[src/dlss_ram.sv]
`timescale 1ns / 1ps
// ----------------------------------------------------------------------------
// dlss_ram: generic single-write, single-read RAM
// One write port and one read port; read data registered.
// ----------------------------------------------------------------------------
module dlss_ram #(
	parameter int WIDTH = 32,
	parameter int DEPTH = 64
) (
	input  logic                     clk,
	input  logic                     we,
	input  logic [$clog2(DEPTH)-1:0] waddr,
	input  logic [WIDTH-1:0]         wdata,
	input  logic [$clog2(DEPTH)-1:0] raddr,
	output logic [WIDTH-1:0]         rdata
);

	logic [WIDTH-1:0] mem_q [DEPTH];

	always_ff @(posedge clk) begin
		if (we) begin
			mem_q[waddr] <= wdata;
		end
		rdata <= mem_q[raddr];
	end

endmodule

[config.mk]
export PLATFORM = sky130hd
export DESIGN_NAME = dlss_ram
export DESIGN_NICKNAME = d
export VERILOG_FILES = /design/src/dlss_ram.sv
export SDC_FILE = /design/constraint.sdc
export NUM_CORES = 2
export LEC_CHECK = 0
export BUFFER_PORTS_ARGS = -buffer_cell sky130_fd_sc_hd__buf_2
export CAP_MARGIN = 20
export CORE_MARGIN = 4
export CORE_UTILIZATION = 45
export CTS_CLUSTER_SIZE = 12
export DETAILED_ROUTE_END_ITERATION = 8
export GPL_TIMING_DRIVEN = 0
export PLACE_DENSITY = 0.61
export SLEW_MARGIN = 20
export SYNTH_ARGS = -nofsm -noshare
export SYNTH_HDL_FRONTEND = slang
export SYNTH_SLANG_ARGS = --single-unit
[constraint.sdc]
create_clock -name clk -period 4.58 [get_ports clk]
set_input_delay 0.458 -clock clk [delete_from_list [all_inputs] [get_ports clk]]
set_output_delay 0.458 -clock clk [all_outputs]
set_load 0.05 [all_outputs]
==> reports/metrics.cfg <==
[outcome]
outcome = finished clean

[timing]
finalHoldViolCount = 0
setup_tns_ps = 0
tightest_slew_ps = 1208
setup_viol = 0
period_needed_ps = 4246
whs_ps = 153.5
fin_skew_ps = 54.08
fin_crit_sh = 0.9271
relSlewSlack = 0.1944
fmax_mhz = 235.5
drv_slew = 0
rsz0062_at_grt = no

[floorplan]
die_width_um = 425.7
ioPinCount = 78
coreArea_sq_mm = 0.1736
die_h_um = 425.7
die_area_sq_mm = 0.1812
initial_utilization = 0.4522
rows = 153

[cells_and_area]
nFillCells = 13040
final_area_sq_mm = 0.09216
drive_gt1_frac = 0.3063
finish.utilization = 0.5308
fin_cells = 6236
syn_to_final_growth_pct = 17.38
layout.nets = 3795
layout.cells.most_common = edfxtp_1
most-common-layout-cells = edfxtp_1 (2048), mux4_2 (544), clkbuf_16 (209)

[global_routing]
grt_start_max_net_pins = 65
grt_pass1_vias = 38640
grt_pass1_wl_um = 330700
overflow = 0
antenna_found_initial = 15
grt_use_total = 0.2703

[route]
route.detailed.drc = 0
drt_wl_total_um = 243200
initialDrtViolationCount = 6515
viasPerCell = 6.391
vias = 39860
wl_per_cell_um = 39.00
drtAntennaViolNets = 0
dr.pass1.iters = 5

[hold_path]
hold_path_class = input pin to register
holdCritStartpoint = wdata[25]

[setup_path]
startpoint = raddr[1]
path_class = input pin to register
r2r-start = mem_q[31][18]
cp.required_ps = 5260
crit_arrival_ps = 4930
start_kind = input pin
cp-end-kind = register
crit_fanout = 10

[power]
power_density_mw_per_mm2 = 432.0
p_leak_nw = 28.71
vdd_drop_max_v = 0.0003822

[clocking]
worstSkewPairLatency_ps = 850
ctsHoldBuffers = 0
cts.clk_slew.worst_paths_ps = 60
h-tree-depth = 4
cts_buffers = 209
cts-root-buf = clkbuf_16
post_cts_buffers = 0
cts_tree = done
cts_resized = 0
cts_sinks = 2080
clock_path_buffers = 3

[yosys]
synth-warning-count = 0
syn_inst = 3324
synth_fp_nets = 3370
synth_cell_type_count = 34
syn_avg_cell_area_sq_um = 23.62
syn_area_sq_mm = 0.07852
ys_ff_latch = 2080
seq_area_frac_synth = 0.7914

[placed_design]
dpl-instance-area_sq_mm = 0.08563
portBuffers = 69
placed_cells = 5863
place_congestion = 0.8576
dp_hpwl_um = 160800

[run]
maxCapViolCount = 0

## final timing paths
check	end	slack, ps	depth (start not counted)
min	mem_q[31][25]	150	1
min reg2reg	rdata[4]	940	4
max reg2reg	rdata[18]	1730	4
max	rdata[16]	330	9
## metrics by stage
stage / total power [mW] / setup slack, ps
finish: 39.81 / 333.8
global route: 40.90 / 396.2
CTS: 39.95 / 505.4
detailed placement: 23.85 / -351.5
global placement: 23.76 / -3486
floorplan: 22.69 / 962.2
## cells in the mapped netlist (all sizes together)
library cell | instances | area (sq um)
a21oi | 62 | 310.3
a22oi | 12 | 90.09
a311oi | 8 | 70.07
a31oi | 1 | 6.260
a41o | 4 | 40.04
and2 | 2 | 12.51
and3 | 4 | 25.02
buf | 108 | 608.1
clkbuf | 74 | 277.8
dfxtp | 32 | 640.6
edfxtp | 2048 | 61500
mux2i | 93 | 930.9
mux4 | 544 | 12250
nand2 | 26 | 97.59
nand2b | 8 | 50.05
nand3 | 5 | 25.02
nand3b | 5 | 37.54
nand4 | 2 | 12.51
nand4b | 1 | 8.760
nor2 | 137 | 514.2
nor2b | 15 | 93.84
nor3 | 7 | 35.03
o221ai | 27 | 236.5
o22ai | 84 | 525.5
o32ai | 4 | 35.03
or2 | 3 | 18.78
or3 | 3 | 18.77
or3b | 5 | 43.80
## layer usage
layer | track usage | up-vias | share of wire
li1 | - | 15160 | -
met2 | 0.4073 | 2751 | 0.46
met1 | 0.3817 | 21500 | 0.38
met5 | 0 | - | 0.000045
met3 | 0.07166 | 439 | 0.12
met4 | 0.1023 | 2 | 0.043
## registers in the layout, summed over array words and instances, names as in the netlist
name	count
mem_q	2048
rdata	32
## critical path, stage by stage
cell	delay (ps)
buf_2	440
buf_2	520
buf_2	410
clkbuf_1	810
buf_2	620
mux2i_1	210
a21oi_1	680
a21oi_1	240
nor2_1	440
## layout make-up
cell class	instances	area, sq um	share of cell area
clock buffers	305	5741	0.06229
diodes	6	15.01	0.0001629
repair buffers	214	3746	0.04065
clock inverters	62	732.0	0.007942
well taps	2325	2909	0.03157
flip-flops and latches	2080	62140	0.6743
multi-input cells	1062	15970	0.1732
plain buffers	182	910.9	0.009884
## where the power goes
part	total [mW]	switching [mW]	internal, mW
Sequential	21.1	0.0375	21.1
Clock	16.3	7.23	9.10
Combinational	2.36	1.62	0.738
## logic make-up (layout without fill, tap and decap cells)
logic type | count (synthesis) | count (layout) | synth area share
flip-flops | 2080 | 2080 | 0.7914
multiplexers | 637 | 637 | 0.1679
AND/OR/NAND/NOR | 223 | 223 | 0.01265
AO/OA/AOI/OAI | 202 | 202 | 0.01673
buffers and inverters | 182 | 763 | 0.01128
other | 0 | 6 | 0
Note: power is estimated with default switching activity, not from simulation.
